`config.mk`:
```
export PLATFORM = sky130hd
export DESIGN_NAME = coc_hit
export DESIGN_NICKNAME = d
export VERILOG_FILES = /design/src/rtl/core/cursor_overlay_compositor_unit_macros.svh /design/src/rtl/core/coc_pkg.sv /design/src/rtl/core/coc_hit.sv
export SDC_FILE = /design/constraint.sdc
export NUM_CORES = 1
export LEC_CHECK = 0
export BUFFER_PORTS_ARGS = -buffer_cell sky130_fd_sc_hd__buf_4
export CAP_MARGIN = 25
export CORE_ASPECT_RATIO = 2
export CORE_MARGIN = 1.5
export CORE_UTILIZATION = 50
export CTS_CLUSTER_SIZE = 20
export DETAILED_ROUTE_END_ITERATION = 16
export GPL_TIMING_DRIVEN = 0
export PLACE_DENSITY = 0.81
export SYNTH_ARGS = -nofsm -noshare
export SYNTH_HDL_FRONTEND = slang
export SYNTH_SLANG_ARGS = --single-unit
```
`constraint.sdc`:
```
create_clock -name clk_i -period 5.8 [get_ports clk_i]
set_input_delay 1.45 -clock clk_i [delete_from_list [all_inputs] [get_ports clk_i]]
set_output_delay 1.45 -clock clk_i [all_outputs]
set_load 0.05 [all_outputs]
```
`src/rtl/core/cursor_overlay_compositor_unit_macros.svh`:
```
// ---------------------------------------------------------------------------
// Cursor overlay compositor assertion macros
// Shared concurrent assertion forms, clocked on clk_i and disabled in reset
// ---------------------------------------------------------------------------
`ifndef CURSOR_OVERLAY_COMPOSITOR_UNIT_MACROS_SVH
`define CURSOR_OVERLAY_COMPOSITOR_UNIT_MACROS_SVH

// same-cycle implication
`define COC_ASSERT_NOW(lbl, ante, cons, msg) \
  lbl: assert property (@(posedge clk_i) disable iff (!rst_ni) (ante) |-> (cons)) else $error(msg);

// next-cycle implication
`define COC_ASSERT_NEXT(lbl, ante, cons, msg) \
  lbl: assert property (@(posedge clk_i) disable iff (!rst_ni) (ante) |=> (cons)) else $error(msg);

`endif

```
`src/rtl/core/coc_pkg.sv`:
```
// ---------------------------------------------------------------------------
// Cursor overlay compositor package
// Shared widths, codes, stage structs and the divide-by-255 helper
// ---------------------------------------------------------------------------
package coc_pkg;

  // default sizes
  localparam int unsigned ShapeWordsDefault = 4096;
  localparam int unsigned CoordBitsDefault  = 13;

  // field widths
  localparam int unsigned AddrW     = 12;
  localparam int unsigned WordW     = 32;
  localparam int unsigned PixW      = 32;
  localparam int unsigned DimW      = 14;
  localparam int unsigned ShapeWW   = 9;
  localparam int unsigned ShapeHW   = 10;
  localparam int unsigned PitchW    = 11;
  localparam int unsigned PrW       = 20;
  localparam int unsigned ByteAddrW = 23;
  localparam int unsigned CfgIdxW   = 3;
  localparam int unsigned CfgDataW  = 16;

  // register indexes
  localparam logic [CfgIdxW-1:0] CfgScreenWidth  = 3'd0;
  localparam logic [CfgIdxW-1:0] CfgScreenHeight = 3'd1;
  localparam logic [CfgIdxW-1:0] CfgCursorX      = 3'd2;
  localparam logic [CfgIdxW-1:0] CfgCursorY      = 3'd3;
  localparam logic [CfgIdxW-1:0] CfgShapeWidth   = 3'd4;
  localparam logic [CfgIdxW-1:0] CfgShapeHeight  = 3'd5;
  localparam logic [CfgIdxW-1:0] CfgShapePitch   = 3'd6;
  localparam logic [CfgIdxW-1:0] CfgShapeMode    = 3'd7;

  // request kinds
  localparam logic CmdWrite   = 1'b0;
  localparam logic CmdCompose = 1'b1;

  // pixel constants
  localparam logic [PixW-1:0] AlphaOpaque = 32'hFF00_0000;
  localparam logic [PixW-1:0] ColorMask   = 32'h00FF_FFFF;
  localparam logic [PixW-1:0] AllOnes     = 32'hFFFF_FFFF;

  typedef enum logic [1:0] {
    MODE_NONE  = 2'd0,
    MODE_ALPHA = 2'd1,
    MODE_MASK  = 2'd2,
    MODE_MONO  = 2'd3
  } mode_e;

  // configuration as seen by the datapath
  typedef struct packed {
    logic [DimW-1:0]    screen_w;
    logic [DimW-1:0]    screen_h;
    logic [DimW-1:0]    org_x;
    logic [DimW-1:0]    org_y;
    logic [ShapeWW-1:0] shape_w;
    logic [ShapeHW-1:0] rows;
    logic [PitchW-1:0]  pitch;
    logic [PrW-1:0]     pitch_rows;
    mode_e              mode;
  } cfg_t;

  // after the hit test
  typedef struct packed {
    logic              cmd;
    logic [AddrW-1:0]  addr;
    logic [WordW-1:0]  word;
    logic [PixW-1:0]   pixel;
    logic              cov;
    logic [ShapeWW-1:0] dx;
    logic [ShapeHW-1:0] dy;
  } hit_t;

  // sideband next to the shape read data
  typedef struct packed {
    logic            cmd;
    logic [PixW-1:0] pixel;
    logic            cov;
    logic [1:0]      off0;
    logic [1:0]      off1;
    logic [2:0]      bit_idx;
  } fetch_t;

  // blend products and the non-blend result
  typedef struct packed {
    logic [PixW-1:0]  alt;
    logic             cov;
    logic             blend;
    logic [2:0][15:0] pf;
    logic [2:0][15:0] pb;
  } shade_t;

  // exact x / 255 for x below 255 * 256
  function automatic logic [7:0] div255(input logic [15:0] x);
    logic [16:0] t;
    t = {1'b0, x} + {9'd0, x[15:8]} + 17'd1;
    return t[15:8];
  endfunction

endpackage

```
`src/rtl/core/coc_hit.sv`:
```
// ---------------------------------------------------------------------------
// Cursor overlay hit test
// Input register and the screen and shape bounds check for each request
// ---------------------------------------------------------------------------
module coc_hit #(
  parameter int unsigned CoordBits = coc_pkg::CoordBitsDefault
) (
  input  logic                       clk_i,
  input  logic                       en1_i,
  input  logic                       en2_i,
  input  logic                       cmd_i,
  input  logic [coc_pkg::AddrW-1:0]  addr_i,
  input  logic [coc_pkg::WordW-1:0]  word_i,
  input  logic [coc_pkg::PixW-1:0]   pixel_i,
  input  logic [CoordBits-1:0]       pos_x_i,
  input  logic [CoordBits-1:0]       pos_y_i,
  input  coc_pkg::cfg_t              cfg_i,
  output coc_pkg::hit_t              hit_o
);

  localparam int unsigned XW =
    ((CoordBits > coc_pkg::DimW) ? CoordBits : coc_pkg::DimW) + 1;

  logic                      cmd_q;
  logic [coc_pkg::AddrW-1:0] addr_q;
  logic [coc_pkg::WordW-1:0] word_q;
  logic [coc_pkg::PixW-1:0]  pixel_q;
  logic [CoordBits-1:0]      px_q, py_q;

  logic [XW-1:0] px_x, py_x, sw_x, sh_x, ox_x, oy_x, dx_x, dy_x, shw_x, rows_x;
  logic          in_x, in_y;
  coc_pkg::hit_t hit_d, hit_q;

  // input register
  always_ff @(posedge clk_i) begin
    if (en1_i) begin
      cmd_q   <= cmd_i;
      addr_q  <= addr_i;
      word_q  <= word_i;
      pixel_q <= pixel_i;
      px_q    <= pos_x_i;
      py_q    <= pos_y_i;
    end
  end

  // bounds against screen, clamped origin and shape size
  always_comb begin
    px_x   = {{(XW-CoordBits){1'b0}}, px_q};
    py_x   = {{(XW-CoordBits){1'b0}}, py_q};
    sw_x   = {{(XW-coc_pkg::DimW){1'b0}}, cfg_i.screen_w};
    sh_x   = {{(XW-coc_pkg::DimW){1'b0}}, cfg_i.screen_h};
    ox_x   = {{(XW-coc_pkg::DimW){1'b0}}, cfg_i.org_x};
    oy_x   = {{(XW-coc_pkg::DimW){1'b0}}, cfg_i.org_y};
    shw_x  = {{(XW-coc_pkg::ShapeWW){1'b0}}, cfg_i.shape_w};
    rows_x = {{(XW-coc_pkg::ShapeHW){1'b0}}, cfg_i.rows};
    dx_x   = px_x - ox_x;
    dy_x   = py_x - oy_x;
    in_x   = (px_x < sw_x) && (px_x >= ox_x) && (dx_x < shw_x);
    in_y   = (py_x < sh_x) && (py_x >= oy_x) && (dy_x < rows_x);

    hit_d.cmd   = cmd_q;
    hit_d.addr  = addr_q;
    hit_d.word  = word_q;
    hit_d.pixel = pixel_q;
    hit_d.cov   = (cfg_i.mode != coc_pkg::MODE_NONE) && in_x && in_y;
    hit_d.dx    = dx_x[coc_pkg::ShapeWW-1:0];
    hit_d.dy    = dy_x[coc_pkg::ShapeHW-1:0];
  end

  always_ff @(posedge clk_i) begin
    if (en2_i) begin
      hit_q <= hit_d;
    end
  end

  assign hit_o = hit_q;

endmodule

```
==> flow_metrics.py <==
metrics = {
    "outcome": {
        "status": "finished clean",
    },
    "setup_path": {
        "cp.arrival_ns": 4.85,
        "cp_max_fo": 3,
        "start_kind": "input pin",
        "critPathKind": "input pin to register",
        "worstSetupEndpointType": "register",
        "worstPathRequired_ns": 6.05,
    },
    "cells_and_area": {
        "fin_cells": 1076,
        "syn2layout_area_growth_pct": 35.0,
        "fill_cells": 1176,
        "nets": 1139,
        "diodes": 0,
        "drive_above_1_share_pct": 37.6,
    },
    "floorplan": {
        "dieArea_sq_um": 17900,
        "io-pin-count": 311,
        "die_w_microns": 95.4,
        "core_area_sq_um": 16800,
        "rows": 67,
        "initial_core_util_pct": 51.0,
        "die_h_microns": 188,
    },
    "place": {
        "dp_hpwl_microns": 14100,
        "portBuffers": 279,
        "place.gp.congestion": 0.893,
        "dp_cells": 1044,
    },
    "clocking": {
        "cts-htree-levels": 4,
        "holdBufCountCts": 0,
        "clock-sinks": 200,
        "clk_path_buf_depth": 2,
        "post_cts_resized": 0,
        "clk_latency_ns": 0.43,
        "postCtsSetupBuffers": 0,
        "cts_root_buffer": "clkbuf_16",
        "clk_pin_slew_ns": 0.08,
        "numCtsBuffers": 17,
        "cts_tree": "yes",
    },
    "sta": {
        "rsz0062_at_grt": "false",
        "worst_pin_slew_ns": 0.622,
        "fin_skew_ns": 0.00744,
        "hold_viol_final": 0,
        "drv_slew": 0,
        "max_slew_margin_pct": 58.6,
        "fin_crit_sh_pct": 79.2,
        "finalCriticalPeriod_ns": 4.60,
        "setup_viol": 0,
        "tns_ns": 0,
        "timing.hold.ws_ns": 0.418,
        "max_freq_ghz": 0.218,
    },
    "yosys": {
        "synth.area.top_cells": "edfxtp_1 (70%), ha_1 (9.8%), inv_1 (3.3%)",
        "netlist_area_sq_um": 8540,
        "synth_cell_type_count": 66,
        "avgSynthCellArea_sq_um": 15.4,
        "ys_warn_count": 0,
        "ys.flop_type": "edfxtp_1",
        "synth_edf_count": 200,
        "yosys.area.top_type_share_pct": 70.3,
        "async_flop_share_pct": 0,
        "yosysTopAreaCell": "edfxtp_1",
        "synth_nets": 839,
        "synth-seq-cells": 200,
        "netlist_instances": 556,
        "ys_seq_area_share_pct": 70.3,
    },
    "worst_hold_path": {
        "min_path_type": "register to register",
    },
    "route": {
        "wl_per_cell_microns": 16.9,
        "wirelength_microns": 18100,
        "vias": 5504,
        "drc_errors": 0,
        "vias_per_cell": 5.12,
        "drtIter0Drc": 153,
        "ant_nets": 0,
        "firstDrtPassIters": 4,
    },
    "grt": {
        "grt_pass1_wl_microns": 27800,
        "gr-total-overflow": 0,
        "antenna_found_initial": 0,
        "grt_pass1_vias": 5726,
        "grt_usage_pct": 21.1,
        "grt_max_degree": 76,
    },
    "power": {
        "power.density_nw_per_um2": 316,
        "power_uw": 3650,
        "ir_drop_v": 0.000272,
        "leakage_uw": 0.00503,
    },
    "job": {
        "cap_violations": 0,
    },
}
[final cells by class]
cell class	instances	area, sq um	area share, %
Buffer	4	26.3	0.228
Clock buffer	17	425	3.69
Clock inverter	15	158	1.37
Inverter	75	282	2.44
Multi-Input combinational cell	277	2230	19.3
Sequential cell	200	6010	52.1
Tap cell	207	259	2.25
Timing Repair Buffer	281	2150	18.6
[registers in the layout, indices dropped and copies added (netlist names)]
register  cells
addr_q       12
cmd_q         1
hit_o        97
pixel_q      32
px_q         13
py_q         13
word_q       32
[layer usage]
layer	GRT usage, %	wire length, microns
met5	0	0
met4	11.5	787
met3	5.88	1140
met2	37.8	10200
met1	21.2	6040
[cells in the mapped netlist, types with 5 or more instances]
master,count
a21o_1,10
a21oi_1,22
edfxtp_1,200
ha_1,67
inv_1,75
nand2_1,20
nand2b_1,8
nand3_1,9
nor2_1,21
nor2b_1,5
nor3_1,5
o21a_1,10
o21ai_0,12
xnor2_1,8
[critical path, stage by stage]
cell       delay [ns]
buf_4            0.11
ha_1             0.25
fa_1             0.46
nor2b_4          0.15
o2111ai_1        0.14
a31oi_1          0.31
xnor2_1          0.21
ha_1             0.29
a221o_1          0.36
a2111oi_2        0.36
nand4_1          0.12
or4_1            0.49
nor4_2           0.17
[path summary, 6_finish.rpt]
check                           slack [ns]        from  depth (start not counted)   endpoint
worst max register to register        1.96     py_q[1]                         14  hit_o[19]
worst min register to register        0.42  word_q[30]                          0  hit_o[82]
worst max-delay path                  1.20   cfg_i[66]                         13  hit_o[19]
worst min-delay path                  0.42  word_q[30]                          0  hit_o[82]
[stage by stage]
stage	util (%)	setup WS [ns]	area, sq um
final	68.8	1.20	11500
after global routing	68.8	0.899	11500
after CTS	68.8	1.19	11500
after detailed placement	65.3	0.728	11000
after global placement	65.0	0.777	10900
after floorplan	-	1.25	8540
[power breakdown]
| group | internal, uW | switching (uW) | leakage [uW] | total, uW |
|---|---|---|---|---|
| sequential | 1730 | 36.1 | 0.00196 | 1770 |
| clock | 577 | 567 | 0.000280 | 1140 |
| combinational | 295 | 444 | 0.00280 | 740 |
| total | 2600 | 1050 | 0.00503 | 3650 |
[placed cells by master (no fill, tap or decap), drive strengths merged, types with 4 or more instances in the layout]
cell,Yosys,routed
a21o,10,10
buf,4,285
ha,67,67
nor2b,8,8
nand3,9,9
o21ai,16,16
nor2,21,21
clkbuf,0,17
nand2,20,20
xnor2,8,8
a31oi,4,4
edfxtp,200,200
a21oi,23,23
nand2b,8,8
nor3,5,5
and3,4,4
inv,75,82
clkinv,0,6
o21a,10,10
[cells by family after synthesis]
logic type                 share of synthesized area [%]
buffers and inverters                               3.60
DFF                                                 70.3
AOI/OAI and AO/OA                                   8.41
and+or+nand+nor                                     6.03
xor gates and xnor gates                            1.03
muxes                                              0.366
adders and majority gates                           10.3
Power figures use the tool's default switching activity.
