**src/rtl/core/cursor_overlay_compositor_unit_macros.svh**
```systemverilog
// ---------------------------------------------------------------------------
// Cursor overlay compositor assertion macros
// Shared concurrent assertion forms, clocked on clk_i and disabled in reset
// ---------------------------------------------------------------------------
`ifndef CURSOR_OVERLAY_COMPOSITOR_UNIT_MACROS_SVH
`define CURSOR_OVERLAY_COMPOSITOR_UNIT_MACROS_SVH

// same-cycle implication
`define COC_ASSERT_NOW(lbl, ante, cons, msg) \
  lbl: assert property (@(posedge clk_i) disable iff (!rst_ni) (ante) |-> (cons)) else $error(msg);

// next-cycle implication
`define COC_ASSERT_NEXT(lbl, ante, cons, msg) \
  lbl: assert property (@(posedge clk_i) disable iff (!rst_ni) (ante) |=> (cons)) else $error(msg);

`endif

```
**src/rtl/core/coc_pkg.sv**
```systemverilog
// ---------------------------------------------------------------------------
// Cursor overlay compositor package
// Shared widths, codes, stage structs and the divide-by-255 helper
// ---------------------------------------------------------------------------
package coc_pkg;

  // default sizes
  localparam int unsigned ShapeWordsDefault = 4096;
  localparam int unsigned CoordBitsDefault  = 13;

  // field widths
  localparam int unsigned AddrW     = 12;
  localparam int unsigned WordW     = 32;
  localparam int unsigned PixW      = 32;
  localparam int unsigned DimW      = 14;
  localparam int unsigned ShapeWW   = 9;
  localparam int unsigned ShapeHW   = 10;
  localparam int unsigned PitchW    = 11;
  localparam int unsigned PrW       = 20;
  localparam int unsigned ByteAddrW = 23;
  localparam int unsigned CfgIdxW   = 3;
  localparam int unsigned CfgDataW  = 16;

  // register indexes
  localparam logic [CfgIdxW-1:0] CfgScreenWidth  = 3'd0;
  localparam logic [CfgIdxW-1:0] CfgScreenHeight = 3'd1;
  localparam logic [CfgIdxW-1:0] CfgCursorX      = 3'd2;
  localparam logic [CfgIdxW-1:0] CfgCursorY      = 3'd3;
  localparam logic [CfgIdxW-1:0] CfgShapeWidth   = 3'd4;
  localparam logic [CfgIdxW-1:0] CfgShapeHeight  = 3'd5;
  localparam logic [CfgIdxW-1:0] CfgShapePitch   = 3'd6;
  localparam logic [CfgIdxW-1:0] CfgShapeMode    = 3'd7;

  // request kinds
  localparam logic CmdWrite   = 1'b0;
  localparam logic CmdCompose = 1'b1;

  // pixel constants
  localparam logic [PixW-1:0] AlphaOpaque = 32'hFF00_0000;
  localparam logic [PixW-1:0] ColorMask   = 32'h00FF_FFFF;
  localparam logic [PixW-1:0] AllOnes     = 32'hFFFF_FFFF;

  typedef enum logic [1:0] {
    MODE_NONE  = 2'd0,
    MODE_ALPHA = 2'd1,
    MODE_MASK  = 2'd2,
    MODE_MONO  = 2'd3
  } mode_e;

  // configuration as seen by the datapath
  typedef struct packed {
    logic [DimW-1:0]    screen_w;
    logic [DimW-1:0]    screen_h;
    logic [DimW-1:0]    org_x;
    logic [DimW-1:0]    org_y;
    logic [ShapeWW-1:0] shape_w;
    logic [ShapeHW-1:0] rows;
    logic [PitchW-1:0]  pitch;
    logic [PrW-1:0]     pitch_rows;
    mode_e              mode;
  } cfg_t;

  // after the hit test
  typedef struct packed {
    logic              cmd;
    logic [AddrW-1:0]  addr;
    logic [WordW-1:0]  word;
    logic [PixW-1:0]   pixel;
    logic              cov;
    logic [ShapeWW-1:0] dx;
    logic [ShapeHW-1:0] dy;
  } hit_t;

  // sideband next to the shape read data
  typedef struct packed {
    logic            cmd;
    logic [PixW-1:0] pixel;
    logic            cov;
    logic [1:0]      off0;
    logic [1:0]      off1;
    logic [2:0]      bit_idx;
  } fetch_t;

  // blend products and the non-blend result
  typedef struct packed {
    logic [PixW-1:0]  alt;
    logic             cov;
    logic             blend;
    logic [2:0][15:0] pf;
    logic [2:0][15:0] pb;
  } shade_t;

  // exact x / 255 for x below 255 * 256
  function automatic logic [7:0] div255(input logic [15:0] x);
    logic [16:0] t;
    t = {1'b0, x} + {9'd0, x[15:8]} + 17'd1;
    return t[15:8];
  endfunction

endpackage

```
**src/rtl/core/coc_cfg.sv**
```systemverilog
// ---------------------------------------------------------------------------
// Cursor overlay configuration registers
// Register file with the clamped cursor origin and plane offset kept ready
// ---------------------------------------------------------------------------
module coc_cfg (
  input  logic                          clk_i,
  input  logic                          rst_ni,
  input  logic                          cfg_valid_i,
  output logic                          cfg_ready_o,
  input  logic [coc_pkg::CfgIdxW-1:0]   cfg_index_i,
  input  logic [coc_pkg::CfgDataW-1:0]  cfg_data_i,
  output coc_pkg::cfg_t                 cfg_o
);

  logic [coc_pkg::DimW-1:0]    sw_q, sh_q, cx_q, cy_q;
  logic [coc_pkg::ShapeWW-1:0] shw_q;
  logic [coc_pkg::ShapeHW-1:0] shh_q;
  logic [coc_pkg::PitchW-1:0]  pitch_q;
  coc_pkg::mode_e              mode_q;

  logic [coc_pkg::DimW-1:0]    ox_d, ox_q, oy_d, oy_q;
  logic [coc_pkg::ShapeHW-1:0] rows_d, rows_q;
  logic [coc_pkg::PrW-1:0]     pr_d, pr_q;

  // negative goes to zero, beyond the screen edge goes to the edge
  function automatic logic [coc_pkg::DimW-1:0] clamp_org(
    input logic [coc_pkg::DimW-1:0] pos,
    input logic [coc_pkg::DimW-1:0] lim
  );
    if (pos[coc_pkg::DimW-1]) begin
      return '0;
    end else if (pos > lim) begin
      return lim;
    end
    return pos;
  endfunction

  assign cfg_ready_o = 1'b1;

  // register writes
  always_ff @(posedge clk_i or negedge rst_ni) begin
    if (!rst_ni) begin
      sw_q    <= 14'd1920;
      sh_q    <= 14'd1080;
      cx_q    <= '0;
      cy_q    <= '0;
      shw_q   <= '0;
      shh_q   <= '0;
      pitch_q <= '0;
      mode_q  <= coc_pkg::MODE_NONE;
    end else if (cfg_valid_i) begin
      case (cfg_index_i)
        coc_pkg::CfgScreenWidth:  sw_q    <= cfg_data_i[coc_pkg::DimW-1:0];
        coc_pkg::CfgScreenHeight: sh_q    <= cfg_data_i[coc_pkg::DimW-1:0];
        coc_pkg::CfgCursorX:      cx_q    <= cfg_data_i[coc_pkg::DimW-1:0];
        coc_pkg::CfgCursorY:      cy_q    <= cfg_data_i[coc_pkg::DimW-1:0];
        coc_pkg::CfgShapeWidth:   shw_q   <= cfg_data_i[coc_pkg::ShapeWW-1:0];
        coc_pkg::CfgShapeHeight:  shh_q   <= cfg_data_i[coc_pkg::ShapeHW-1:0];
        coc_pkg::CfgShapePitch:   pitch_q <= cfg_data_i[coc_pkg::PitchW-1:0];
        coc_pkg::CfgShapeMode:    mode_q  <= coc_pkg::mode_e'(cfg_data_i[1:0]);
        default: ;
      endcase
    end
  end

  // derived values, registered from the raw registers
  always_comb begin
    ox_d   = clamp_org(cx_q, sw_q);
    oy_d   = clamp_org(cy_q, sh_q);
    rows_d = (mode_q == coc_pkg::MODE_MONO) ? {1'b0, shh_q[coc_pkg::ShapeHW-1:1]} : shh_q;
    pr_d   = {9'd0, pitch_q} * {11'd0, shh_q[coc_pkg::ShapeHW-1:1]};
  end

  always_ff @(posedge clk_i or negedge rst_ni) begin
    if (!rst_ni) begin
      ox_q   <= '0;
      oy_q   <= '0;
      rows_q <= '0;
      pr_q   <= '0;
    end else begin
      ox_q   <= ox_d;
      oy_q   <= oy_d;
      rows_q <= rows_d;
      pr_q   <= pr_d;
    end
  end

  always_comb begin
    cfg_o.screen_w   = sw_q;
    cfg_o.screen_h   = sh_q;
    cfg_o.org_x      = ox_q;
    cfg_o.org_y      = oy_q;
    cfg_o.shape_w    = shw_q;
    cfg_o.rows       = rows_q;
    cfg_o.pitch      = pitch_q;
    cfg_o.pitch_rows = pr_q;
    cfg_o.mode       = mode_q;
  end

endmodule

```
**config.mk**
```make
export PLATFORM = sky130hd
export DESIGN_NAME = coc_cfg
export DESIGN_NICKNAME = d
export VERILOG_FILES = /design/src/rtl/core/cursor_overlay_compositor_unit_macros.svh /design/src/rtl/core/coc_pkg.sv /design/src/rtl/core/coc_cfg.sv
export SDC_FILE = /design/constraint.sdc
export NUM_CORES = 1
export LEC_CHECK = 0
export BUFFER_PORTS_ARGS = -buffer_cell sky130_fd_sc_hd__buf_2
export CAP_MARGIN = 25
export CORE_UTILIZATION = 58
export CTS_CLUSTER_DIAMETER = 50
export DETAILED_ROUTE_END_ITERATION = 16
export GPL_ROUTABILITY_DRIVEN = 0
export PLACE_DENSITY = 0.81
export SYNTH_ARGS = -nofsm -noshare
export SYNTH_HDL_FRONTEND = slang
export SYNTH_SLANG_ARGS = --single-unit
```
**constraint.sdc**
```tcl
create_clock -name clk_i -period 5.3 [get_ports clk_i]
set_clock_uncertainty 0.1 [all_clocks]
set_input_delay 0.265 -clock clk_i [delete_from_list [all_inputs] [get_ports clk_i]]
set_output_delay 0.265 -clock clk_i [all_outputs]
set_load 0.05 [all_outputs]
```
==> out/results.ini <==
[run_status]
status=finished clean

[critical_path]
r2r-start=shh_q[2]
crit_top_cell=fa_1
cp-end-kind=register
path_class=register to register
crit_chain=nand2_1 > fa_1 > inv_1 > fa_1 > inv_1 > fa_1 > fa_1 > inv_1 > ha_1 > a21o_1 > a21oi_1 > a31o_1 > o21ba_1 > nor3_1 > a2111oi_2
worstSetupStartpointType=register
r2r_slack_ns=0.47
critPathMaxFanout=14
crit_arrival_ns=5.05
reg2reg_depth=15
critPathSlowestCell=dfrtp_1
cp_top_family=adder cells
rr_endpoint=pr_q[17]
crit_buf_inv=3
cp.depth=15
critical_path_required_ns=5.52
slowest_delay_ns=0.63

[min_path]
hp-class=input port to register
hp-start=cfg_data_i[10]
hold-path-endpoint=sw_q[10]
holdPathStages=3

[detailed_routing]
drt-wirelength-per-cell_um=17.0
drc=0
dr.first_iter.drc_count=451
wl_um=20300
vias=6480
ant_nets=0
first_pass_iters=5
via_per_inst=5.44

[grt]
grt_pass1_vias=6654
grt-busiest-layer=met2
use_met2=0.436
use_met1=0.335
antenna_found_initial=1
grt_max_degree=110
gr-total-overflow=0
met3_usage=0.0689
grtUsageTotal=0.265
grt_pass1_wl_um=33000

[floorplan]
fp.dieH_um=128
io_pins=131
row_count=45
initial_utilization=0.601
die_w_um=128
die_area_sq_um=16400
core_sq_um=15400

[cts]
htree_levels=4
insertion_delay_ns=0.43
cts_root_buffer=clkbuf_16
numClockSinks=146
cts_buffers=17
clockBufferDepth=2
path_clk_slew_ns=0.06
cts_tree=yes

[sta]
fin_crit_sh=0.911
grt_setup_unrepaired=no
slew_headroom=0.361
setup_tns_ns=0
finalSetupViolCount=0
period_minus_slack_ns=4.83
worst_slew_pin_slew_ns=0.954
hold_viol_final=0
max_freq_ghz=0.207
maxSlewViolCount=0

[layout]
fin_nets=1123
drive_above_1_share=0.259
area_delta_synth_final_pct=15.3
nFillCells=1135
num_antenna_cells=0

[synth]
synth_top_family_by_area=adder cells
syn_inst=846
synth_xor_area_frac=0.0104
yosys.cell_types.count=51
synthesis.area_sq_um=9250
synth-warning-count=0
muxShareOfSynthArea=0.113
synth_edf_count=0
synthAdderAreaFrac=0.233
avgSynthCellArea_sq_um=10.9
ys_seq_area_frac=0.396
syn_nets=1002
async_reset_ff_frac=1.00
synth-simple-area-share=0.117
synth-compound-area-share=0.0628
synthFlopType=dfrtp_1
synth.ff_latch_count=146

[placement]
dp_hpwl_um=14100
port_buffers=127

[run]
drv_cap=0

flip-flops by register name, indices dropped and copies added (netlist names):
register,count
rows_q,10
shh_q,10
ox_q,14
pitch_q,11
mode_q,2
cy_q,14
pr_q,20
sh_q,14
sw_q,14
shw_q,9
cx_q,14
oy_q,14
cells in the final DEF (no fill, tap or decap), drive strengths merged, types with 4 or more instances in the layout:
master,synthesis,routed
dfrtp,138,138
o21ai,37,37
nor3,6,6
and2,62,62
a21boi,4,4
inv,123,124
a21oi,21,21
mux2i,27,27
mux2,69,69
clkbuf,24,19
buf,9,134
clkinv,0,7
ha,70,70
dfstp,8,8
fa,64,64
nand4,5,5
nor3b,5,5
a21o,6,6
nand2,79,79
nor2,34,34
nand3,7,7
xnor2,8,8
o21a,7,7
layout make-up:
type	instances	area (sq um)	area share
clock inverter	13	134	0.0126
clock buffer	19	453	0.0425
sequential	146	3660	0.344
multi-input combinational	544	4960	0.465
tap	211	264	0.0248
inverter	123	462	0.0433
timing repair buffer	135	724	0.0679
cell families after synthesis:
family	Yosys count
flip-flops	146
XOR/XNOR	11
adder cells (fa/ha/maj)	134
multiplexers	96
AND/OR/NAND/NOR	212
other	1
buffers and inverters	156
AO/OA/AOI/OAI	90
per-stage QoR:
| step | instance area [sq um] | hold WS (ns) | std cells | utilization | setup WS (ns) |
|---|---|---|---|---|---|
| 2_1_floorplan | 9250 | -0.131 | 846 | - | 0.554 |
| 3_3_place_gp | 10000 | 0.345 | 1157 | 0.653 | 0.602 |
| 3_5_place_dp | 10000 | 0.347 | 1157 | 0.653 | 0.554 |
| 4_1_cts | 10600 | 0.0138 | 1190 | 0.692 | 0.505 |
| 5_1_grt | 10700 | 0.0455 | 1191 | 0.694 | 0.205 |
| 6_report | 10700 | 0.0329 | 1191 | 0.694 | 0.473 |
tightest hold or removal path: stages:
cell     delay (ns)
buf_2          0.14
nand2_1        0.06
o21ai_0        0.07
routing by layer:
layer | share of wire | wire [um]
met5 | 0 | 0
met4 | 0.024 | 485
met3 | 0.060 | 1210
met2 | 0.49 | 10000
met1 | 0.42 | 8600
worst max path at each step:
stage               endpoint       start
floorplan           pr_q[17]  pitch_q[3]
global placement    pr_q[17]    shh_q[3]
detailed placement  pr_q[17]    shh_q[2]
CTS                 pr_q[17]    shh_q[2]
global route        pr_q[17]    shh_q[2]
finish              pr_q[17]    shh_q[2]
synth_stat cells, drive strengths merged, types with 3 or more instances:
cell | number | share of area
a21o | 6 | 0.0050
fa | 64 | 0.14
dfstp | 8 | 0.023
a21boi | 4 | 0.0032
o21a | 7 | 0.0057
nand3 | 7 | 0.0038
xnor2 | 8 | 0.0076
nand2 | 79 | 0.032
mux2i | 27 | 0.029
buf | 9 | 0.0072
clkbuf | 24 | 0.0097
mux2 | 69 | 0.084
o21ai | 37 | 0.022
dfrtp | 138 | 0.37
nor3b | 5 | 0.0051
nand4b | 3 | 0.0028
xor2 | 3 | 0.0028
ha | 70 | 0.095
o211ai | 3 | 0.0024
nor3 | 6 | 0.0043
inv | 123 | 0.050
nand4 | 5 | 0.0034
a21oi | 21 | 0.011
and2 | 62 | 0.042
nor2 | 34 | 0.014
nor2b | 3 | 0.0020
what timing repair did:
item,4_1_cts,5_1_grt
hold endpoints to repair,103,0
buffers inserted,0,0
hold buffers,1,0
resized for setup,0,0
Power is not shown: default switching activity piles up to over one toggle a cycle in this logic, so the estimate is an artifact.
