===== src/rtl/core/cursor_overlay_compositor_unit_macros.svh =====
// ---------------------------------------------------------------------------
// Cursor overlay compositor assertion macros
// Shared concurrent assertion forms, clocked on clk_i and disabled in reset
// ---------------------------------------------------------------------------
`ifndef CURSOR_OVERLAY_COMPOSITOR_UNIT_MACROS_SVH
`define CURSOR_OVERLAY_COMPOSITOR_UNIT_MACROS_SVH

// same-cycle implication
`define COC_ASSERT_NOW(lbl, ante, cons, msg) \
  lbl: assert property (@(posedge clk_i) disable iff (!rst_ni) (ante) |-> (cons)) else $error(msg);

// next-cycle implication
`define COC_ASSERT_NEXT(lbl, ante, cons, msg) \
  lbl: assert property (@(posedge clk_i) disable iff (!rst_ni) (ante) |=> (cons)) else $error(msg);

`endif


===== src/rtl/core/coc_pkg.sv =====
// ---------------------------------------------------------------------------
// Cursor overlay compositor package
// Shared widths, codes, stage structs and the divide-by-255 helper
// ---------------------------------------------------------------------------
package coc_pkg;

  // default sizes
  localparam int unsigned ShapeWordsDefault = 4096;
  localparam int unsigned CoordBitsDefault  = 13;

  // field widths
  localparam int unsigned AddrW     = 12;
  localparam int unsigned WordW     = 32;
  localparam int unsigned PixW      = 32;
  localparam int unsigned DimW      = 14;
  localparam int unsigned ShapeWW   = 9;
  localparam int unsigned ShapeHW   = 10;
  localparam int unsigned PitchW    = 11;
  localparam int unsigned PrW       = 20;
  localparam int unsigned ByteAddrW = 23;
  localparam int unsigned CfgIdxW   = 3;
  localparam int unsigned CfgDataW  = 16;

  // register indexes
  localparam logic [CfgIdxW-1:0] CfgScreenWidth  = 3'd0;
  localparam logic [CfgIdxW-1:0] CfgScreenHeight = 3'd1;
  localparam logic [CfgIdxW-1:0] CfgCursorX      = 3'd2;
  localparam logic [CfgIdxW-1:0] CfgCursorY      = 3'd3;
  localparam logic [CfgIdxW-1:0] CfgShapeWidth   = 3'd4;
  localparam logic [CfgIdxW-1:0] CfgShapeHeight  = 3'd5;
  localparam logic [CfgIdxW-1:0] CfgShapePitch   = 3'd6;
  localparam logic [CfgIdxW-1:0] CfgShapeMode    = 3'd7;

  // request kinds
  localparam logic CmdWrite   = 1'b0;
  localparam logic CmdCompose = 1'b1;

  // pixel constants
  localparam logic [PixW-1:0] AlphaOpaque = 32'hFF00_0000;
  localparam logic [PixW-1:0] ColorMask   = 32'h00FF_FFFF;
  localparam logic [PixW-1:0] AllOnes     = 32'hFFFF_FFFF;

  typedef enum logic [1:0] {
    MODE_NONE  = 2'd0,
    MODE_ALPHA = 2'd1,
    MODE_MASK  = 2'd2,
    MODE_MONO  = 2'd3
  } mode_e;

  // configuration as seen by the datapath
  typedef struct packed {
    logic [DimW-1:0]    screen_w;
    logic [DimW-1:0]    screen_h;
    logic [DimW-1:0]    org_x;
    logic [DimW-1:0]    org_y;
    logic [ShapeWW-1:0] shape_w;
    logic [ShapeHW-1:0] rows;
    logic [PitchW-1:0]  pitch;
    logic [PrW-1:0]     pitch_rows;
    mode_e              mode;
  } cfg_t;

  // after the hit test
  typedef struct packed {
    logic              cmd;
    logic [AddrW-1:0]  addr;
    logic [WordW-1:0]  word;
    logic [PixW-1:0]   pixel;
    logic              cov;
    logic [ShapeWW-1:0] dx;
    logic [ShapeHW-1:0] dy;
  } hit_t;

  // sideband next to the shape read data
  typedef struct packed {
    logic            cmd;
    logic [PixW-1:0] pixel;
    logic            cov;
    logic [1:0]      off0;
    logic [1:0]      off1;
    logic [2:0]      bit_idx;
  } fetch_t;

  // blend products and the non-blend result
  typedef struct packed {
    logic [PixW-1:0]  alt;
    logic             cov;
    logic             blend;
    logic [2:0][15:0] pf;
    logic [2:0][15:0] pb;
  } shade_t;

  // exact x / 255 for x below 255 * 256
  function automatic logic [7:0] div255(input logic [15:0] x);
    logic [16:0] t;
    t = {1'b0, x} + {9'd0, x[15:8]} + 17'd1;
    return t[15:8];
  endfunction

endpackage


===== src/rtl/core/coc_shade.sv =====
// ---------------------------------------------------------------------------
// Cursor overlay shading
// Mode selection, alpha blend products and the result register
// ---------------------------------------------------------------------------
module coc_shade (
  input  logic                       clk_i,
  input  logic                       en4_i,
  input  logic                       en_out_i,
  input  coc_pkg::fetch_t            fetch_i,
  input  logic [coc_pkg::WordW-1:0]  rd0_i,
  input  logic [coc_pkg::WordW-1:0]  rd1_i,
  input  coc_pkg::cfg_t              cfg_i,
  output logic [coc_pkg::PixW-1:0]   pixel_o,
  output logic                       covered_o
);

  logic [63:0]               pair;
  logic [coc_pkg::PixW-1:0]  fg, bg, a32, x32, mono_res, mask_res;
  logic [7:0]                byte_a, byte_x, fa;
  logic                      am, xm;
  coc_pkg::shade_t           shade_d, shade_q;
  logic [2:0][7:0]           chan;
  logic [coc_pkg::PixW-1:0]  blended;
  logic [coc_pkg::PixW-1:0]  pixel_q;
  logic                      cov_q;

  assign pair = {rd1_i, rd0_i};
  assign bg   = fetch_i.pixel;

  // unaligned color word and the two monochrome bytes
  always_comb begin
    case (fetch_i.off0)
      2'd0:    fg = pair[31:0];
      2'd1:    fg = pair[39:8];
      2'd2:    fg = pair[47:16];
      default: fg = pair[55:24];
    endcase
    case (fetch_i.off0)
      2'd0:    byte_a = rd0_i[7:0];
      2'd1:    byte_a = rd0_i[15:8];
      2'd2:    byte_a = rd0_i[23:16];
      default: byte_a = rd0_i[31:24];
    endcase
    case (fetch_i.off1)
      2'd0:    byte_x = rd1_i[7:0];
      2'd1:    byte_x = rd1_i[15:8];
      2'd2:    byte_x = rd1_i[23:16];
      default: byte_x = rd1_i[31:24];
    endcase
  end

  // monochrome and masked results, blend products
  always_comb begin
    am       = byte_a[3'd7 - fetch_i.bit_idx];
    xm       = byte_x[3'd7 - fetch_i.bit_idx];
    a32      = am ? coc_pkg::AllOnes : coc_pkg::AlphaOpaque;
    x32      = xm ? coc_pkg::ColorMask : '0;
    mono_res = (bg & a32) ^ x32;
    mask_res = (fg[31:24] != 8'd0) ? ((bg ^ fg) | coc_pkg::AlphaOpaque) : fg;
    fa       = fg[31:24];

    if (fetch_i.cmd == coc_pkg::CmdWrite) begin
      shade_d.alt = '0;
    end else if (!fetch_i.cov) begin
      shade_d.alt = bg;
    end else begin
      case (cfg_i.mode)
        coc_pkg::MODE_MONO: shade_d.alt = mono_res;
        coc_pkg::MODE_MASK: shade_d.alt = mask_res;
        default:            shade_d.alt = bg;
      endcase
    end
    shade_d.cov   = fetch_i.cov && (fetch_i.cmd == coc_pkg::CmdCompose);
    shade_d.blend = shade_d.cov && (cfg_i.mode == coc_pkg::MODE_ALPHA);
    for (int i = 0; i < 3; i++) begin
      shade_d.pf[i] = {8'd0, fg[8*i +: 8]} * {8'd0, fa};
      shade_d.pb[i] = {8'd0, bg[8*i +: 8]} * {8'd0, ~fa};
    end
  end

  always_ff @(posedge clk_i) begin
    if (en4_i) begin
      shade_q <= shade_d;
    end
  end

  // scale back by 255 and assemble, alpha forced opaque
  always_comb begin
    for (int i = 0; i < 3; i++) begin
      chan[i] = coc_pkg::div255(shade_q.pf[i]) + coc_pkg::div255(shade_q.pb[i]);
    end
    blended = {coc_pkg::AlphaOpaque[31:24], chan[2], chan[1], chan[0]};
  end

  always_ff @(posedge clk_i) begin
    if (en_out_i) begin
      pixel_q <= shade_q.blend ? blended : shade_q.alt;
      cov_q   <= shade_q.cov;
    end
  end

  assign pixel_o   = pixel_q;
  assign covered_o = cov_q;

endmodule


===== config.mk =====
export PLATFORM = sky130hd
export DESIGN_NAME = coc_shade
export DESIGN_NICKNAME = d
export VERILOG_FILES = /design/src/rtl/core/cursor_overlay_compositor_unit_macros.svh /design/src/rtl/core/coc_pkg.sv /design/src/rtl/core/coc_shade.sv
export SDC_FILE = /design/constraint.sdc
export NUM_CORES = 1
export LEC_CHECK = 0
export BUFFER_PORTS_ARGS = -buffer_cell sky130_fd_sc_hd__buf_2
export CAP_MARGIN = 20
export CELL_PAD_IN_SITES_DETAIL_PLACEMENT = 1
export CELL_PAD_IN_SITES_GLOBAL_PLACEMENT = 1
export CORE_MARGIN = 8
export CORE_UTILIZATION = 25
export DETAILED_ROUTE_END_ITERATION = 16
export PLACE_DENSITY = 0.46
export SLEW_MARGIN = 0
export SYNTH_ARGS = -nofsm -noshare
export SYNTH_HDL_FRONTEND = slang
export SYNTH_SLANG_ARGS = --single-unit

===== constraint.sdc =====
create_clock -name clk_i -period 10.4 [get_ports clk_i]
set_input_delay 1.04 -clock clk_i [delete_from_list [all_inputs] [get_ports clk_i]]
set_output_delay 1.04 -clock clk_i [all_outputs]
set_load 0.1 [all_outputs]

==> results of run 1 <==
==> routing by layer <==
layer,share of wire,track usage,vias to the layer above
li1,-,-,8124
met1,0.45,0.178,8587
met2,0.50,0.254,189
met3,0.032,0.0229,83
met4,0.023,0.0464,6
met5,0.00055,0,-
==> state kept, by name, indices dropped and copies added, names as in the netlist <==
name / cells
shade_q: 130
pixel_o: 32
covered_o: 1
==> cells by family after synthesis <==
logic type | count (synthesis) | share of synthesized area
xor gates and xnor gates | 160 | 0.0618
adders and majority gates | 498 | 0.347
DFF | 163 | 0.216
and+or+nand+nor | 767 | 0.163
muxes | 101 | 0.0561
buffers and inverters | 432 | 0.0782
AOI/OAI and AO/OA | 273 | 0.0775
==> worst reg2reg max path, delay by kind of cell, from the launching register on <==
| kind | cells | cell delay, ns |
|---|---|---|
| compound gates | 6 | 1.19 |
| xor+xnor | 3 | 0.54 |
| fa+ha+maj | 2 | 0.65 |
| flops | 1 | 0.48 |
| simple gates | 4 | 1.22 |
==> final timing paths <==
path	startpoint	to	slack, ns	cells past startpoint
max reg2reg	shade_q[42]$_DFFE_PP_	pixel_o[23]$_DFFE_PP_	6.18	15
max	fetch_i[5]	shade_q[79]$_DFFE_PP_	3.30	19
min	shade_q[97]$_DFFE_PP_	covered_o$_DFFE_PP_	0.43	0
min reg2reg	shade_q[97]$_DFFE_PP_	covered_o$_DFFE_PP_	0.43	0
==> power by group through the flow <==
| stage | Clock, mW | Sequential (mW) | Combinational, mW |
|---|---|---|---|
| finish | 0.648 | 1.37 | 5.27 |
| global route | 0.696 | 1.40 | 6.01 |
| CTS | 0.683 | 1.38 | 5.40 |
| detailed placement | 0 | 1.39 | 5.33 |
| global placement | 0 | 1.39 | 5.24 |
| floorplan | 0 | 1.70 | 3.70 |
==> cell usage in the layout, fill, tap and decap left out, types with 8 or more instances in the layout <==
cell type  count
clkbuf_16     17
a21oi_1       84
a32oi_1        9
nand4_1       11
mux2i_1       41
ha_1         279
or2_2         19
o21ai_0       46
mux2_2        43
fa_1         219
buf_2        141
nand2_1      145
a211oi_1      19
edfxtp_1     163
xnor2_1      133
nand3_1       43
buf_4         31
nor2_1       265
inv_1        335
a21o_1        10
o21a_1        20
or3_1         16
xor2_1        27
nand2b_1      26
o211ai_1      19
o21ai_1        8
nor2b_1      186
nor3_1        28
mux4_2        14
==> Yosys cell counts (5+ instances only) <==
library cell     instances  share of area
a211oi_1                19         0.0063
a21o_1                  10         0.0033
a21oi_1                 84          0.019
a32oi_1                  9         0.0035
and2_1                   6         0.0017
and3_1                   5         0.0014
buf_1                   11         0.0018
buf_2                   10         0.0022
clkbuf_1                59         0.0098
clkdlybuf4s25_2          7         0.0031
edfxtp_1               163           0.22
fa_1                   219           0.19
ha_1                   279           0.15
inv_1                  335          0.055
mux2_2                  43          0.021
mux2i_1                 42          0.019
mux4_2                  14          0.014
nand2_1                145          0.024
nand2b_1                26         0.0072
nand3_1                 43         0.0095
nand4_1                 11         0.0030
nor2_1                 265          0.044
nor2b_1                186          0.051
nor3_1                  28         0.0062
o2111ai_1                7         0.0027
o211ai_1                19         0.0063
o21a_1                  20         0.0066
o21ai_0                 47          0.010
o21ai_1                 15         0.0033
o41ai_1                  5         0.0019
or2_2                   19         0.0052
or3_1                   16         0.0044
xnor2_1                133          0.051
xor2_1                  27          0.010
==> cell type report <==
class	instances	share of cell area
multi-input combinational	1799	0.635
sequential	163	0.193
tap	1176	0.0582
inverter	335	0.0497
timing repair buffer	177	0.0401
clock buffer	17	0.0168
clock inverter	15	0.00653
antenna	7	0.000692
==> impl_metrics.py, run 1 <==
metrics = {
    "timing": {
        "clock_skew_ns": 0.0118,
        "max_slew_margin": 0.231,
        "rsz0062_at_grt": "no",
        "worstMarginPinSlew_ns": 1.15,
        "setup_viol": 0,
        "slew_violations": 0,
        "min_period_over_period": 0.683,
        "setup_slack_ns": 3.30,
        "period_minus_slack_ns": 7.10,
        "tns_ns": 0,
        "whs_ns": 0.432,
        "max_freq_mhz": 141,
        "hold_viol": 0,
    },
    "setup_path": {
        "critPathCaptureType": "flop",
        "cpMaxStageDelayCell": "a21oi_1",
        "critPathMaxStageDelay_ns": 0.84,
        "worstSetupStartpointType": "primary input",
        "cp_cell_sequence": "buf_2, buf_4, mux2_2, a21oi_1, nor2_1, fa_1, inv_1, fa_1, fa_1, fa_1, inv_1, ha_1, nor2_1, inv_1, a21oi_1, a21oi_1, a41o_1, o41ai_1, xnor2_1",
        "required_ns": 10.62,
        "cp_max_fo": 33,
        "cp_common_cell": "fa_1",
        "crit_buf_inv": 5,
        "crit_type": "primary input to flop",
        "crit_family": "adder cells",
        "crit_arrival_ns": 7.33,
    },
    "grt": {
        "grt_pass1_vias": 19033,
        "grt_pass1_wl_um": 111000,
        "grt_max_degree": 73,
        "antenna_found_initial": 8,
        "grt-ovfl-total": 0,
        "grtUsageTotal": 0.144,
    },
    "synthesis": {
        "synthFlopType": "edfxtp_1",
        "async_flop_share": 0,
        "synthCells": 2394,
        "synth-edff-count": 163,
        "yosysWarnings": 0,
        "synth_seq_area_share": 0.216,
        "ys_ff_latch": 163,
        "post_synth.cell_area_avg_um2": 9.47,
        "netlist_area_um2": 22700,
        "syn-num-nets": 3108,
        "synth.distinct_cells": 73,
    },
    "clock_tree": {
        "clk_latency_ns": 0.49,
        "ctsRootBufferMaster": "clkbuf_16",
        "cts_buffers": 17,
        "clkSinkCount": 163,
        "postCtsResizedCells": 0,
        "clk_pin_slew_worst_paths_ns": 0.08,
        "hold_buffers": 0,
        "cts_tree": "done",
        "clock_path_buffers": 2,
        "cts_setup_buffers": 0,
        "cts-htree-levels": 4,
    },
    "power_and_ir_drop": {
        "total_power_mw": 7.29,
        "p_switching_mw": 3.58,
        "clockPowerShare": 0.089,
        "max-vdd-ir-drop_uv": 216,
        "sw_frac_of_total": 0.491,
        "p_comb_frac": 0.723,
        "internal-power_mw": 3.71,
        "power_frac_seq": 0.188,
        "power_density_nw_per_um2": 288,
        "p_leak_nw": 11.3,
    },
    "finish": {
        "synthToLayoutAreaGrowth_pct": 11.5,
        "multi_input_area_um2": 16100,
        "drive_above_1_share": 0.121,
        "nets": 3207,
        "post_layout_nonfiller_instances": 3689,
        "fillerInstances": 10467,
        "final_area_um2": 25300,
        "regArea_um2": 4890,
        "post-route-util": 0.281,
    },
    "placement": {
        "place_ws_ns": 2.80,
        "placedInstanceArea_um2": 24600,
        "gp_congestion": 0.805,
        "dp_cells": 3645,
        "portBuffers": 142,
        "place_hpwl_um": 55500,
    },
    "route": {
        "antenna_violating_nets_post_route": 0,
        "vias": 16989,
        "first_iter_violations": 614,
        "via_per_inst": 4.61,
        "routed_wl_um": 70600,
        "drcViolationCount": 0,
        "drt_pass1_iterations": 4,
        "wl_per_cell_um": 19.1,
    },
    "floorplanning": {
        "die_h_um": 317,
        "ios": 249,
        "initial_utilization": 0.252,
        "core_um2": 90000,
        "fp.dieArea_um2": 101000,
        "die_w_um": 317,
        "num_rows": 110,
    },
    "hold_path": {
        "hold_class": "flop to flop",
    },
    "status": {
        "outcome": "complete, no violations",
    },
    "run": {
        "maxCapViolations": 0,
    },
}
(Power assumes the default switching activity.)
==> run 2, diff against run 1 <==
clock period = 6.9 ns   (was 10.4 ns; I/O delays follow)
==> impl_metrics.py, run 2 (same netlist as run 1, synthesis figures left out) <==
metrics = {
    "floorplanning": {
        "num_rows": 110,
        "fp.dieArea_um2": 101000,
        "initial_utilization": 0.252,
        "die_h_um": 317,
        "die_w_um": 317,
        "core_um2": 90000,
        "ios": 249,
    },
    "setup_path": {
        "crit_arrival_ns": 5.94,
        "reg2reg_depth": 15,
        "cp_max_fo": 20,
        "cp_cell_sequence": "buf_2, buf_12, mux2_2, o21ai_1, inv_1, nand2_1, fa_1, fa_1, inv_1, fa_1, inv_1, fa_1, inv_1, ha_1, o31ai_1, o31ai_1, o41ai_1, xnor2_1",
        "cpMaxStageDelayCell": "o21ai_1",
        "critPathCaptureType": "flop",
        "required_ns": 7.13,
        "crit_type": "primary input to flop",
        "worstSetupStartpointType": "primary input",
        "critPathMaxStageDelay_ns": 0.70,
    },
    "clock_tree": {
        "cts_tree": "done",
        "clkSinkCount": 163,
        "clock_path_buffers": 2,
        "clk_pin_slew_worst_paths_ns": 0.07,
        "ctsRootBufferMaster": "clkbuf_16",
        "hold_buffers": 0,
        "clk_latency_ns": 0.50,
        "cts_buffers": 17,
        "postCtsResizedCells": 0,
        "cts-htree-levels": 4,
        "cts_setup_buffers": 0,
    },
    "timing": {
        "max_slew_margin": 0.308,
        "hold_viol": 0,
        "min_period_over_period": 0.828,
        "setup_viol": 0,
        "rsz0062_at_grt": "no",
        "max_freq_mhz": 175,
        "period_minus_slack_ns": 5.72,
        "clock_skew_ns": 0.0135,
        "worstMarginPinSlew_ns": 1.04,
        "tns_ns": 0,
        "slew_violations": 0,
    },
    "grt": {
        "grt-ovfl-total": 0,
        "grtUsageTotal": 0.150,
        "grt_pass1_vias": 19652,
        "grt_max_degree": 67,
        "grt_pass1_wl_um": 116000,
        "antenna_found_initial": 11,
    },
    "route": {
        "drt_pass1_iterations": 4,
        "antenna_violating_nets_post_route": 0,
        "top_layer": "met5",
        "via_per_inst": 4.62,
        "drcViolationCount": 0,
        "wl_met3_um": 2020,
        "first_iter_violations": 516,
        "wl_per_cell_um": 19.7,
        "wl_met2_um": 37400,
        "routed_wl_um": 73300,
        "wl_met1_um": 32300,
        "vias": 17192,
    },
    "finish": {
        "drive_above_1_share": 0.130,
        "post-route-util": 0.284,
        "final_area_um2": 25600,
        "nets": 3238,
        "synthToLayoutAreaGrowth_pct": 12.7,
        "post_layout_nonfiller_instances": 3718,
        "largest_register_ffs": 130,
        "fillerInstances": 10463,
        "layout_common_cells": "335 x inv_1, 279 x ha_1, 265 x nor2_1",
        "final_common_cell": "inv_1",
        "regMostFlops": "shade_q",
    },
    "power_and_ir_drop": {
        "power_density_nw_per_um2": 434,
        "total_power_mw": 11.1,
        "p_leak_nw": 11.5,
        "max-vdd-ir-drop_uv": 369,
    },
    "placement": {
        "dp_cells": 3679,
        "portBuffers": 142,
        "gp_congestion": 0.799,
        "place_hpwl_um": 59200,
        "placedInstanceArea_um2": 24900,
    },
    "hold_path": {
        "holdPathStages": 0,
        "hold_class": "flop to flop",
    },
    "status": {
        "outcome": "complete, no violations",
    },
    "run": {
        "maxCapViolations": 0,
    },
}
[run 2: through the flow]
step | hold slack, ns | setup WS, ns
final | 0.454 | 1.18
after global routing | 0.451 | 0.830
after CTS | 0.432 | 1.19
after detailed placement | 0.414 | 0.607
after global placement | 0.429 | 0.709
after floorplan | 0.400 | 0.561
[run 2: worst paths after layout]
path	from	to	slack [ns]
worst max-delay path	fetch_i[5]	shade_q[94]$_DFFE_PP_	1.18
worst min-delay path	shade_q[97]$_DFFE_PP_	covered_o$_DFFE_PP_	0.45
worst max register to register	shade_q[42]$_DFFE_PP_	pixel_o[23]$_DFFE_PP_	2.62
worst min register to register	shade_q[97]$_DFFE_PP_	covered_o$_DFFE_PP_	0.45
[run 2: critical path: cells and delay by family]
kind,cells,cell delay [ns]
AO/OA/AOI/OAI,4,1.52
buffers and inverters,6,0.81
multiplexers,1,0.37
AND/OR/NAND/NOR,1,0.12
adder cells (fa/ha/maj),5,2.29
XOR/XNOR,1,0.13
[run 2: metal layers]
layer  up-vias  GRT usage
li1       8179          -
met1      8738      0.183
met2       189      0.273
met3        80     0.0244
met4         6     0.0379
met5         -          0
[run 2: layout make-up]
type / instances / area [µm²] / area share
antenna: 5 / 12.5 / 0.000489
multi-input combinational: 1799 / 16000 / 0.628
inverter: 335 / 1260 / 0.0492
clock inverter: 14 / 169 / 0.00661
timing repair buffer: 208 / 1280 / 0.0503
clock buffer: 18 / 429 / 0.0168
tap: 1176 / 1470 / 0.0576
sequential: 163 / 4890 / 0.191
[run 2: report_power, final]
| group | total, mW | switching [mW] | internal [mW] |
|---|---|---|---|
| Combinational | 8.02 | 4.67 | 3.35 |
| Clock | 0.998 | 0.483 | 0.515 |
| Sequential | 2.07 | 0.262 | 1.81 |
==> run 3, diff against run 2 <==
PLACE_DENSITY = 0.48   (was 0.46)
clock period = 4.8 ns   (was 6.9 ns; I/O delays follow)
==> impl_metrics.py, run 3 (same netlist as run 1, synthesis figures left out) <==
metrics = {
    "finish": {
        "nets": 3558,
        "largest_register_ffs": 130,
        "regMostFlops": "shade_q",
        "fillerInstances": 10394,
        "post_layout_nonfiller_instances": 4039,
        "synthToLayoutAreaGrowth_pct": 28.3,
        "layout_common_cells": "332 x buf_4, 328 x inv_1, 264 x ha_1",
        "drive_above_1_share": 0.274,
        "final_common_cell": "buf_4",
    },
    "placement": {
        "place_hpwl_um": 67100,
        "gp_congestion": 0.818,
        "portBuffers": 142,
        "dp_cells": 3963,
        "place_ws_ns": -0.694,
    },
    "floorplanning": {
        "fp.dieArea_um2": 101000,
        "core_um2": 90000,
        "num_rows": 110,
        "die_w_um": 317,
        "die_h_um": 317,
        "initial_utilization": 0.252,
        "ios": 249,
    },
    "setup_path": {
        "r2r_end": "pixel_o[23]$_DFFE_PP_",
        "worstSetupStartpointType": "primary input",
        "crit_arrival_ns": 5.06,
        "critPathCaptureType": "flop",
        "reg2reg_slack_ns": 0.58,
        "required_ns": 5.02,
        "reg2reg_depth": 15,
        "worst_r2r_startpoint": "shade_q[45]$_DFFE_PP_",
        "crit_type": "primary input to flop",
        "cp_max_fo": 7,
    },
    "timing": {
        "slew_violations": 0,
        "whs_ns": 0.298,
        "worstMarginPinSlew_ns": 1.06,
        "tns_ns": -0.0753,
        "setup_viol": 4,
        "max_slew_margin": 0.293,
        "max_freq_mhz": 207,
        "min_period_over_period": 1.01,
        "rsz0062_at_grt": "yes",
        "setup_slack_ns": -0.0381,
        "hold_viol": 0,
        "period_minus_slack_ns": 4.84,
        "clock_skew_ns": 0.0218,
    },
    "power_and_ir_drop": {
        "internal-power_mw": 10.0,
        "total_power_mw": 18.8,
        "max-vdd-ir-drop_uv": 276,
        "clockPowerShare": 0.074,
        "p_leak_nw": 13.4,
        "power_frac_seq": 0.163,
        "power_density_nw_per_um2": 644,
        "p_switching_mw": 8.74,
        "sw_frac_of_total": 0.466,
        "p_comb_frac": 0.763,
    },
    "grt": {
        "grt_pass1_vias": 20746,
        "grt_pass1_wl_um": 122000,
        "grt_max_degree": 59,
        "grt-ovfl-total": 0,
        "grtUsageTotal": 0.159,
        "antenna_found_initial": 7,
    },
    "clock_tree": {
        "clk_pin_slew_worst_paths_ns": 0.07,
        "hold_buffers": 0,
        "clk_latency_ns": 0.49,
        "cts-htree-levels": 4,
        "ctsRootBufferMaster": "clkbuf_16",
        "clkSinkCount": 163,
        "clock_path_buffers": 2,
        "cts_tree": "done",
        "cts_buffers": 17,
    },
    "route": {
        "antenna_violating_nets_post_route": 0,
        "first_iter_violations": 895,
        "via_per_inst": 4.61,
        "drt_pass1_iterations": 5,
        "vias": 18619,
        "wl_per_cell_um": 19.7,
        "drcViolationCount": 0,
        "routed_wl_um": 79500,
    },
    "status": {
        "violations": "negative setup slack",
        "outcome": "complete, but fails checks",
    },
    "hold_path": {
        "hold_end": "shade_q[122]$_SDFFCE_PN0P_",
        "hp-start": "fetch_i[32]",
        "holdPathStages": 3,
        "hold_class": "primary input to flop",
    },
    "run": {
        "maxCapViolations": 0,
    },
}
-- run 3: final cells by class --
class / instances / area [µm²] / area share
clock buffers: 17 / 425 / 0.0146
flip-flops and latches: 163 / 4890 / 0.168
inverters: 335 / 1260 / 0.0432
clock inverters: 15 / 133 / 0.00456
well taps: 1176 / 1470 / 0.0506
repair buffers: 528 / 4090 / 0.141
diodes: 6 / 15.0 / 0.000516
multi-input cells: 1799 / 16800 / 0.578
-- run 3: power by group through the flow --
stage / clock (mW) / combinational [mW] / sequential [mW]
floorplan: 0 / 8.42 / 3.67
global placement: 0 / 13.5 / 3.09
detailed placement: 0 / 13.8 / 3.09
CTS: 1.46 / 14.1 / 3.07
global route: 1.50 / 16.0 / 3.12
finish: 1.39 / 14.3 / 3.06
-- run 3: worst max path at each step --
stage / from / to / depth (start not counted)
2_1_floorplan: fetch_i[5] / shade_q[31]$_DFFE_PP_ / 22
3_3_place_gp: fetch_i[5] / shade_q[62]$_DFFE_PP_ / 19
3_5_place_dp: fetch_i[5] / shade_q[62]$_DFFE_PP_ / 19
4_1_cts: fetch_i[5] / shade_q[30]$_DFFE_PP_ / 19
5_1_grt: fetch_i[5] / shade_q[46]$_DFFE_PP_ / 17
6_report: fetch_i[5] / shade_q[14]$_DFFE_PP_ / 17
-- run 3: worst max-delay path: stages --
cell and delay, ns:
buf_12 0.12, buf_12 0.14, mux4_2 0.68, buf_4 0.22
nor2b_1 0.14, fa_1 0.45, fa_1 0.46, fa_1 0.49
inv_1 0.05, fa_1 0.48, inv_1 0.05, ha_2 0.17
or3_1 0.38, o211ai_1 0.31, o211ai_1 0.19, o211ai_1 0.14
xnor2_1 0.10
-- run 3: what timing repair did --
action                                 CTS  global route
endpoints found under the hold margin    0             0
setup buffers                           12            24
pin swaps                               15            37
resized for setup                       42           107
setup endpoints to repair               19            28
cloned                                   2             1
-- run 3: through the flow --
step,utilization,cell area [µm²]
floorplan,-,23200
global placement,0.306,27600
detailed placement,0.306,27600
CTS,0.316,28400
global route,0.323,29100
finish,0.323,29100
-- run 3: layer usage --
layer | vias to the layer above | track usage | wire length [µm]
met5 | - | 0 | 12
met4 | 2 | 0.0317 | 1040
met3 | 58 | 0.0273 | 3490
met2 | 312 | 0.265 | 36800
met1 | 9428 | 0.217 | 38100
li1 | 8819 | - | -
